**src/sv/u8dv_pkg.sv**
```systemverilog
package u8dv_pkg;

   localparam int BYTE_W = 8;
   localparam int CP_W   = 21;
   localparam int LEN_W  = 3;
   localparam int PEND_W = 2;

   // sequence lengths
   localparam logic [LEN_W-1:0] SEQ_LEN_NONE = 3'd0;
   localparam logic [LEN_W-1:0] SEQ_LEN_1    = 3'd1;
   localparam logic [LEN_W-1:0] SEQ_LEN_2    = 3'd2;
   localparam logic [LEN_W-1:0] SEQ_LEN_3    = 3'd3;
   localparam logic [LEN_W-1:0] SEQ_LEN_4    = 3'd4;

   // smallest value each length may carry (anything lower is overlong)
   localparam logic [CP_W-1:0] CP_MIN_2 = 21'h00_0080;
   localparam logic [CP_W-1:0] CP_MIN_3 = 21'h00_0800;
   localparam logic [CP_W-1:0] CP_MIN_4 = 21'h01_0000;

   localparam logic [CP_W-1:0] CP_SURR_LO  = 21'h00_d7ff;
   localparam logic [CP_W-1:0] CP_SURR_END = 21'h00_e000;
   localparam logic [CP_W-1:0] CP_MAX      = 21'h10_ffff;
   localparam logic [CP_W-1:0] CP_NONCH_LO = 21'h00_fdd0;
   localparam logic [CP_W-1:0] CP_NONCH_HI = 21'h00_fdef;

   localparam logic [1:0] CONT_TAG = 2'b10;

   typedef enum logic [2:0] {
      LEAD_NUL,
      LEAD_ASCII,
      LEAD_CONT,
      LEAD_TWO,
      LEAD_THREE,
      LEAD_FOUR,
      LEAD_BAD
   } lead_type;

   typedef struct packed {
      logic [PEND_W-1:0] pend;
      logic [CP_W-1:0]   value;
      logic [LEN_W-1:0]  len;
      logic              failed;
   } state_type;

   typedef struct packed {
      logic [CP_W-1:0]  code_point;
      logic             point_ready;
      logic [LEN_W-1:0] point_bytes;
      logic             byte_error;
      logic             text_done;
      logic             text_valid;
   } result_type;

   function automatic lead_type classify(input logic [BYTE_W-1:0] b);
      lead_type cls;
      case (b) inside
         8'h00:         cls = LEAD_NUL;
         [8'h01:8'h7f]: cls = LEAD_ASCII;
         [8'h80:8'hbf]: cls = LEAD_CONT;
         [8'hc0:8'hdf]: cls = LEAD_TWO;
         [8'he0:8'hef]: cls = LEAD_THREE;
         [8'hf0:8'hf7]: cls = LEAD_FOUR;
         default:       cls = LEAD_BAD;
      endcase
      return cls;
   endfunction

   // surrogates, out of range and noncharacters are refused
   function automatic logic cp_allowed(input logic [CP_W-1:0] c);
      logic ok;
      if (c <= CP_SURR_LO) begin
         ok = 1'b1;
      end else if (c < CP_SURR_END || c > CP_MAX) begin
         ok = 1'b0;
      end else if (c >= CP_NONCH_LO && c <= CP_NONCH_HI) begin
         ok = 1'b0;
      end else if (c[15:1] == 15'h7fff) begin
         ok = 1'b0;
      end else begin
         ok = 1'b1;
      end
      return ok;
   endfunction

endpackage

```
**src/sv/u8dv_step.sv**
```systemverilog
module u8dv_step
   import u8dv_pkg::*;
(
   input  state_type         cur,
   input  logic [BYTE_W-1:0] data_byte,
   input  logic              last_byte,
   output state_type         nxt,
   output result_type        res
);

   lead_type          cls;
   logic [CP_W-1:0]   acc;
   logic [PEND_W-1:0] pend_dec;
   logic [CP_W-1:0]   min_val;
   logic              err;
   logic              ready;
   logic [CP_W-1:0]   cp;
   logic [LEN_W-1:0]  nbytes;
   state_type         upd;

   assign cls      = classify(data_byte);
   assign acc      = {cur.value[CP_W-7:0], data_byte[5:0]};
   assign pend_dec = cur.pend - 2'd1;

   always_comb begin
      unique case (cur.len)
         SEQ_LEN_2: min_val = CP_MIN_2;
         SEQ_LEN_3: min_val = CP_MIN_3;
         default:   min_val = CP_MIN_4;
      endcase
   end

   always_comb begin
      upd    = cur;
      err    = 1'b0;
      ready  = 1'b0;
      cp     = '0;
      nbytes = SEQ_LEN_NONE;
      if (!cur.failed) begin
         if (cur.pend == '0) begin
            unique case (cls)
               LEAD_ASCII: begin
                  cp     = {{(CP_W-BYTE_W){1'b0}}, data_byte};
                  nbytes = SEQ_LEN_1;
                  ready  = 1'b1;
               end
               LEAD_TWO: begin
                  upd.value = {{(CP_W-5){1'b0}}, data_byte[4:0]};
                  upd.len   = SEQ_LEN_2;
                  upd.pend  = 2'd1;
               end
               LEAD_THREE: begin
                  upd.value = {{(CP_W-4){1'b0}}, data_byte[3:0]};
                  upd.len   = SEQ_LEN_3;
                  upd.pend  = 2'd2;
               end
               LEAD_FOUR: begin
                  upd.value = {{(CP_W-3){1'b0}}, data_byte[2:0]};
                  upd.len   = SEQ_LEN_4;
                  upd.pend  = 2'd3;
               end
               default: err = 1'b1;  // NUL, stray continuation, long lead
            endcase
         end else if (data_byte[7:6] != CONT_TAG) begin
            err = 1'b1;
         end else begin
            upd.value = acc;
            upd.pend  = pend_dec;
            if (pend_dec == '0) begin
               if (acc < min_val || !cp_allowed(acc)) begin
                  err = 1'b1;
               end else begin
                  cp     = acc;
                  nbytes = cur.len;
                  ready  = 1'b1;
               end
            end
         end
         // truncated at end of text
         if (!err && last_byte && upd.pend != '0) begin
            err = 1'b1;
         end
         if (err) begin
            upd.failed = 1'b1;
            upd.pend   = '0;
            upd.value  = '0;
            upd.len    = SEQ_LEN_NONE;
         end
      end
   end

   always_comb begin
      res.code_point  = cp;
      res.point_ready = ready;
      res.point_bytes = nbytes;
      res.byte_error  = err;
      res.text_done   = last_byte;
      res.text_valid  = last_byte && !upd.failed;
      nxt             = last_byte ? '0 : upd;
   end

endmodule

```
**src/sv/utf8_decode_validate.sv**
```systemverilog
// UTF-8 decoder and validator.
// req channel: one text byte per transaction in req_tdata, req_tlast on the
//   final byte of a text. rsp channel: one result transaction per byte, with
//   the decoded code point when that byte completes a valid sequence,
//   byte_error on the byte that first breaks the text, and on the final
//   byte rsp_tlast plus text_valid for the text as a whole.
// After an error the rest of the text yields empty results until its final
//   byte; the final byte always clears the decoder for the next text.
// Path: the input register, then the decode step into the result register.
//   Throughput: one byte per cycle while rsp_tready is high; the decode
//   state (pend, value, len, failed) is updated by shallow logic, so each
//   byte can follow the previous one directly.
// Stall: while rsp_tready is low the result register holds, one more byte
//   is taken into the input register, then req_tready drops.
// Reset: synchronous, active high; clears both stages and the decode state
//   so the next byte starts a new text. No clearing pass.
module utf8_decode_validate
   import u8dv_pkg::*;
(
   input  logic        clock,
   input  logic        reset,
   input  logic        req_tvalid,
   output logic        req_tready,
   input  logic [7:0]  req_tdata,   // [7:0] data_byte
   input  logic        req_tlast,   // last_byte
   output logic        rsp_tvalid,
   input  logic        rsp_tready,
   // [20:0] code_point, [21] point_ready, [24:22] point_bytes,
   // [25] byte_error, [26] text_valid, [31:27] zero
   output logic [31:0] rsp_tdata,
   output logic        rsp_tlast    // text_done
);

   // input stage
   logic              in_vld_ff, in_vld_in;
   logic [BYTE_W-1:0] in_byte_ff;
   logic              in_last_ff;

   // decode state
   state_type st_ff, st_in;

   // result stage
   logic       out_vld_ff, out_vld_in;
   result_type out_ff, step_res;

   logic out_adv;   // result register may load
   logic step_go;   // a byte passes through the decode step

   assign out_adv    = !out_vld_ff || rsp_tready;
   assign step_go    = in_vld_ff && out_adv;
   assign req_tready = !in_vld_ff || out_adv;

   u8dv_step u_step (
      .cur       (st_ff),
      .data_byte (in_byte_ff),
      .last_byte (in_last_ff),
      .nxt       (st_in),
      .res       (step_res)
   );

   always_comb begin
      in_vld_in = in_vld_ff;
      if (req_tready) begin
         in_vld_in = req_tvalid;
      end
      out_vld_in = out_vld_ff;
      if (out_adv) begin
         out_vld_in = in_vld_ff;
      end
   end

   always_ff @(posedge clock) begin
      if (reset) begin
         in_vld_ff  <= 1'b0;
         out_vld_ff <= 1'b0;
         st_ff      <= '0;
      end else begin
         in_vld_ff  <= in_vld_in;
         out_vld_ff <= out_vld_in;
         if (step_go) begin
            st_ff <= st_in;
         end
      end
   end

   // payload, no reset
   always_ff @(posedge clock) begin
      if (req_tready && req_tvalid) begin
         in_byte_ff <= req_tdata;
         in_last_ff <= req_tlast;
      end
      if (step_go) begin
         out_ff <= step_res;
      end
   end

   assign rsp_tvalid = out_vld_ff;
   assign rsp_tlast  = out_ff.text_done;
   assign rsp_tdata  = {5'd0, out_ff.text_valid, out_ff.byte_error,
                        out_ff.point_bytes, out_ff.point_ready, out_ff.code_point};

   // a failed text holds no partial sequence
   a_failed_idle: assert property (@(posedge clock) disable iff (reset)
      st_ff.failed |-> (st_ff.pend == '0 && st_ff.len == SEQ_LEN_NONE))
      else $error("failed text still holds a partial sequence");

   // the final byte leaves the decoder clear
   a_last_clears: assert property (@(posedge clock) disable iff (reset)
      (step_go && in_last_ff) |=> (st_ff == '0))
      else $error("decode state not cleared after final byte");

   // a code point and an error never come together
   a_ready_xor_err: assert property (@(posedge clock) disable iff (reset)
      rsp_tvalid |-> !(out_ff.point_ready && out_ff.byte_error))
      else $error("code point delivered on an error byte");

   // a delivered code point is in range with a real length
   a_point_sane: assert property (@(posedge clock) disable iff (reset)
      (rsp_tvalid && out_ff.point_ready) |->
         (out_ff.code_point <= CP_MAX && out_ff.point_bytes != SEQ_LEN_NONE))
      else $error("bad code point or length");

   // text_valid only on the final byte
   a_valid_on_last: assert property (@(posedge clock) disable iff (reset)
      (rsp_tvalid && out_ff.text_valid) |-> out_ff.text_done)
      else $error("text_valid outside the final byte");

endmodule
```
**config.mk**
```make
export PLATFORM = sky130hd
export DESIGN_NAME = utf8_decode_validate
export DESIGN_NICKNAME = d
export VERILOG_FILES = /design/src/sv/u8dv_pkg.sv /design/src/sv/u8dv_step.sv /design/src/sv/utf8_decode_validate.sv
export SDC_FILE = /design/constraint.sdc
export NUM_CORES = 1
export LEC_CHECK = 0
export BUFFER_PORTS_ARGS = -buffer_cell sky130_fd_sc_hd__buf_2
export CAP_MARGIN = 20
export CORE_MARGIN = 8
export CORE_UTILIZATION = 40
export DETAILED_ROUTE_END_ITERATION = 10
export SKIP_LAST_GASP = 1
export SYNTH_ARGS = -nofsm -noshare
export SYNTH_HDL_FRONTEND = slang
export SYNTH_SLANG_ARGS = --single-unit
export TNS_END_PERCENT = 5
```
**constraint.sdc**
```tcl
create_clock -name clock -period 5.8 [get_ports clock]
set_clock_uncertainty 0.15 [all_clocks]
set_input_delay 1.16 -clock clock [delete_from_list [all_inputs] [get_ports clock]]
set_output_delay 1.16 -clock clock [all_outputs]
set_load 0.01 [all_outputs]
```
# Word level (Yosys, flattened, before mapping)
# Index checks and enable logic that the tools add are counted.
classes:
  order_cmp: 16
  add_sub_neg: 1
  n_eq_ne: 11
  n_mux: 46
  n_reduce_logical: 30
ops:
  columns: ["operator", "count"]
  rows:
  - ["21-bit two-way mux", 4]
  - ["27-bit two-way mux", 3]
  - ["26-bit case mux with 3 select lines", 1]
  - ["23-bit two-way mux", 3]
  - ["21-bit by 16-bit less-or-equal comparator with 1-bit output (second input constant)", 2]
  - ["17-bit case mux with 2 select lines", 1]
  - ["8-bit >= comparator (second input constant)", 4]
  - ["8-bit less-or-equal comparator (second input constant)", 4]
  - ["3-bit two-way mux", 10]
  - ["1-bit two-way mux", 22]
  - ["21-bit by 16-bit >= comparator with 1-bit output (second input constant)", 1]
  - ["21-bit > comparator (second input constant)", 1]
  - ["21-bit by 16-bit < comparator with 1-bit output (second input constant)", 1]
  - ["21-bit by 17-bit < comparator with 1-bit output", 1]
  - ["15-bit equality test (second input constant)", 1]
  - ["1-bit logical AND", 11]
  - ["3-bit by 2-bit equality test with 1-bit output (second input constant)", 3]
  - ["8-bit by 1-bit >= comparator with 1-bit output (second input constant)", 1]
  - ["8-bit by 7-bit less-or-equal comparator with 1-bit output (second input constant)", 1]
  - ["8-bit zero test", 1]
  - ["8-bit two-way mux", 1]
  - ["4-bit AND reduction", 2]
  - ["3-bit equality test (second input constant)", 2]
  - ["6-bit inequality test (second input constant)", 1]
  - ["other kinds (13)", 22]
word_totals:
  output_inout_bits: 35
  regBits: 60
  input_bits: 13

# Depth between registers and ports, before layout
depth:
  word_depth: 25
  mapped_depth: 11

# Modules after synthesis
# A second synthesis with hierarchy kept.
hier_totals:
  hier_cells: 338
  area_unflattened_um2: 3500.9
by_module_without_submodules:
  columns: ["module", "area_each_um2", "instances", "seq_area_each_um2", "cells_per_inst"]
  rows:
  - ["utf8_decode_validate", 2453.6, 1, 1691.6, 170]
  - ["u8dv_step", 1047.3, 1, 0.0, 168]

# Worst setup path after synthesis
# Ideal clock, no wire load.
synth_timing:
  kind: "input to register"
  startpoint: "in rsp_tready"
  endpoint: "reg st_ff[16] in the netlist's numbering"
  required_ns: 5.533
  path_slack_ns: 2.496
  path_stages: 7
  arrival_time_ns: 3.036
  path_cell_list: "nor2b_1 > nand2b_1 > inv_1 > o21ai_0 > o21a_1 > clkbuf_1 > a32o_2"
synth_via:
  elab_chain_cells: 3
synth_rtl:
  columns: ["item", "line_no", "source"]
  rows:
  - ["start: declaration", "utf8_decode_validate.sv:27", "input logic rsp_tready,"]
  - ["1-bit logical OR", "utf8_decode_validate.sv:49", "assign out_adv = !out_vld_ff || rsp_tready;"]
  - ["1-bit logical AND", "utf8_decode_validate.sv:50", "assign step_go = in_vld_ff && out_adv;"]
  - ["via step_go", "utf8_decode_validate.sv:47", "logic step_go;"]
  - ["4-bit AND reduction (no line)", null, null]
  - ["end signal: assignment", "utf8_decode_validate.sv:81", "st_ff <= st_in;"]
  - ["end: declaration", "utf8_decode_validate.sv:40", "state_type st_ff, st_in;"]
# The timed path passes the listed nets, and every way through them passes these cells.
# A chain may end at the register's enable or synchronous reset.

# Final worst setup path
layout_timing:
  startpoint: "in rsp_tready"
  endpoint: "out req_tready"
layout_via:
  elab_chain_cells: 2
layout_rtl:
  columns: ["item", "line_no", "source"]
  rows:
  - ["1-bit logical OR", "utf8_decode_validate.sv:49", null]
  - ["1-bit logical OR", "utf8_decode_validate.sv:51", "assign req_tready = !in_vld_ff || out_adv;"]
  - ["end: declaration", "utf8_decode_validate.sv:23", "output logic req_tready,"]
# Every way passes these cells.

==> run summary <==
Post-route ant nets: 0
Pwr dens: 282.4 nW/um^2
Async SR Flop Fraction: 0
Area share of the largest cell type after synthesis: 0.4179
FF-to-FF Start: st_ff[25]
CP Cell Sequence: buf_2, nor2b_1, nand2_1, buf_2
I/O Buffers: 42
Prevailing post-synth register cell: edfxtp_1
Buf/Inv on CP: 2
Site Rows: 29
Crit. Startpoint: rsp_tready
Die width: 97.53 microns
VDD IR-drop max: 0.1651 mV
Worst skew pair latency: 340 ps
Cts hold-fix bufs: 0
DRT iter0 DRCs: 196
R2R cell count: 9
TritonCTS clock tree: built
Critical path endpoint category: primary output
Main combinational cell family by area after synthesis: compound AO/OA/AOI/OAI gates
Congestion Overflow GR: 0
Post-synthesis simple-gate area fraction: 0.1661
Setup WS post-layout: 2794 ps
Max Cap Viol: 0
Mapped Cells: 225
Post-synth EDFFs: 37
Count of final max-slew check failures: 0
Pin count of the biggest net entering global routing: 30
Core Region: 6386 sq um
Hold Path Origin: st_ff[3]
Number of placed instances, taps included: 334
Worst path required time: 4490 ps
Placed Area: 2894 sq um
Share of cells above drive strength 1: 0.2857
Fmax: 332.7 MHz
Seq/Total Area, Yosys: 0.5911
Cts repair resizes: 0
Startpoint types: input port
Global-route wire length before repair: 9356 microns
Final period utilization: 0.5182
Most used cell, CP: buf_2
Routed vias: 1896
Slowest CP cell: nor2b_1
Crit path depth: 4
Layout fillers: 589
Unrepaired setup endpoints after global routing: false
Cts bufs inserted: 9
Number of diodes: 0
Routed len/inst: 16.05 microns
Post-synth cell types: 50
Nets: 285
Crit path max-delay family: simple AND/OR/NAND/NOR gates
Vert. Die Dim: 97.53 microns
Final hold violation count: 0
Final setup viols: 0
DR DRC count: 0
DPL Wire Length: 3987 microns
CP max FO: 4
Final wirelength: 5619 microns
Area leader, netlist: edfxtp_1
Initial antenna violation count: 0
CTS H-tree lvls: 3
Initial cell density of the core: 0.4163
Period minus WS final: 3006 ps
Die area: 9512 sq um
Worst slew pin tran: 896.6 ps
Critical path class: in2out
Post-place setup slack: 2603 ps
Arrival time at the worst endpoint: 1700 ps
GRT Resource Usage Total: 0.1226
First drt pass iteration count: 4
Mux contribution to synthesized area: 0
Number of clock sinks: 60
Synth Area in Compound Gates: 0.1760
Area share of xor/xnor cells in the synthesized design: 0
Synth Warn #: 0
Synthesis-to-finish area growth: 15.48%
Crit-path max cell delay: 200 ps
Top cells by area, synth: edfxtp_1 42%, dfxtp_1 17%, and2_1 3.8%
Leakage: 1.221 nW
IO Count: 48
Final setup TNS: 0 ps
Hold Path Stages: 2
Slew margin rel.: 0.4000
GP Congestion: 0.8061
Final total power: 0.8670 mW
DR vias/cell: 5.417
Number of global-route vias before repair: 1858
Hold Path Class: reg2reg
Cell Count, Final, Fillers Out: 350
Synth Area in Adders: 0.01882
Hold slack: 328.5 ps
Yosys reg bits: 60
Root buffer cell: clkbuf_8
Mapped Area: 2659 sq um
Fin area: 3070 sq um
Setup repair bufs after CTS: 0
CTS Buffer Depth: 2
Clock transition at the registers of the reported paths: 60 ps
Status: completed
Final core occ: 0.4808
Avg Synthesized Cell Area: 11.82 sq um
## sequential cells by signal, summed over array words and instances, names as in the netlist
register,flops
in_last_ff,1
st_ff,21
rsp_tvalid,1
rsp_tlast,1
in_vld_ff,1
in_byte_ff,8
rsp_tdata,27
## Yosys cell counts, drive strengths merged (3+ instances only)
library cell	n
nand4	4
a21oi	9
edfxtp	37
ha	4
or2	4
inv	8
and3	3
buf	7
nand3	5
a21boi	6
nor2	16
clkbuf	8
or4	4
nor2b	3
nand2b	3
a32o	16
o21ai	7
and2	19
nand2	11
dfxtp	23
## cell usage in the layout (no fill, tap or decap), drive strengths merged, types with 3 or more instances in the layout
cell / n
buf: 43
clkbuf: 10
dfxtp: 23
nand2: 11
nand3: 5
or4: 4
conb: 5
a21boi: 6
nor2b: 3
a32o: 16
or2: 4
edfxtp: 37
nand2b: 3
o21ai: 7
and2: 19
nand4: 4
ha: 4
and3: 3
inv: 9
clkinvlp: 3
nor2: 16
a21oi: 9
## worst reg2reg max path, delay by kind of cell (launching register included)
kind                       cells  cell delay [ps]
adders and majority gates      1              420
AOI/OAI and AO/OA              3              440
buffers and inverters          1               80
and+or+nand+nor                4             1400
DFF                            1              370
## logic make-up (layout without fill, tap and decap cells)
group | Yosys count | in the layout
flops | 60 | 60
simple gates | 80 | 80
fa+ha+maj | 4 | 4
compound gates | 57 | 57
other cells | 1 | 5
buf+inv | 23 | 67
## layer usage
| layer | routed length [microns] | GRT usage | vias to the layer above |
|---|---|---|---|
| met1 | 2731 | 0.1542 | 891 |
| met2 | 2439 | 0.1759 | 60 |
| li1 | - | - | 943 |
| met3 | 410 | 0.04908 | 2 |
| met5 | 0 | 0 | - |
| met4 | 37 | 0.06294 | 0 |
## area by class of cell
cell class                      instances  area, sq um  share of cell area
Sequential cell                        60         1572              0.5118
Multi-Input combinational cell        146        978.4              0.3187
Timing Repair Buffer                   43        217.7             0.07090
Clock buffer                           10        137.6             0.04482
Tap cell                               77        96.34             0.03138
Clock inverter                          6        38.79             0.01263
Inverter                                8        30.03            0.009780
## report_power, final
| part | internal, mW | switching [mW] |
|---|---|---|
| sequential | 0.468 | 0.00993 |
| combinational | 0.0214 | 0.0346 |
| clock | 0.165 | 0.168 |
| total | 0.654 | 0.213 |
## path summary, 6_finish.rpt
kind	end	slack, ps
worst max-delay path	req_tready	2790
worst min-delay path	st_ff[3]	330
worst max register to register	st_ff[14]	2900
worst min register to register	st_ff[3]	330
No activity file was read; power rests on OpenSTA's default activity.
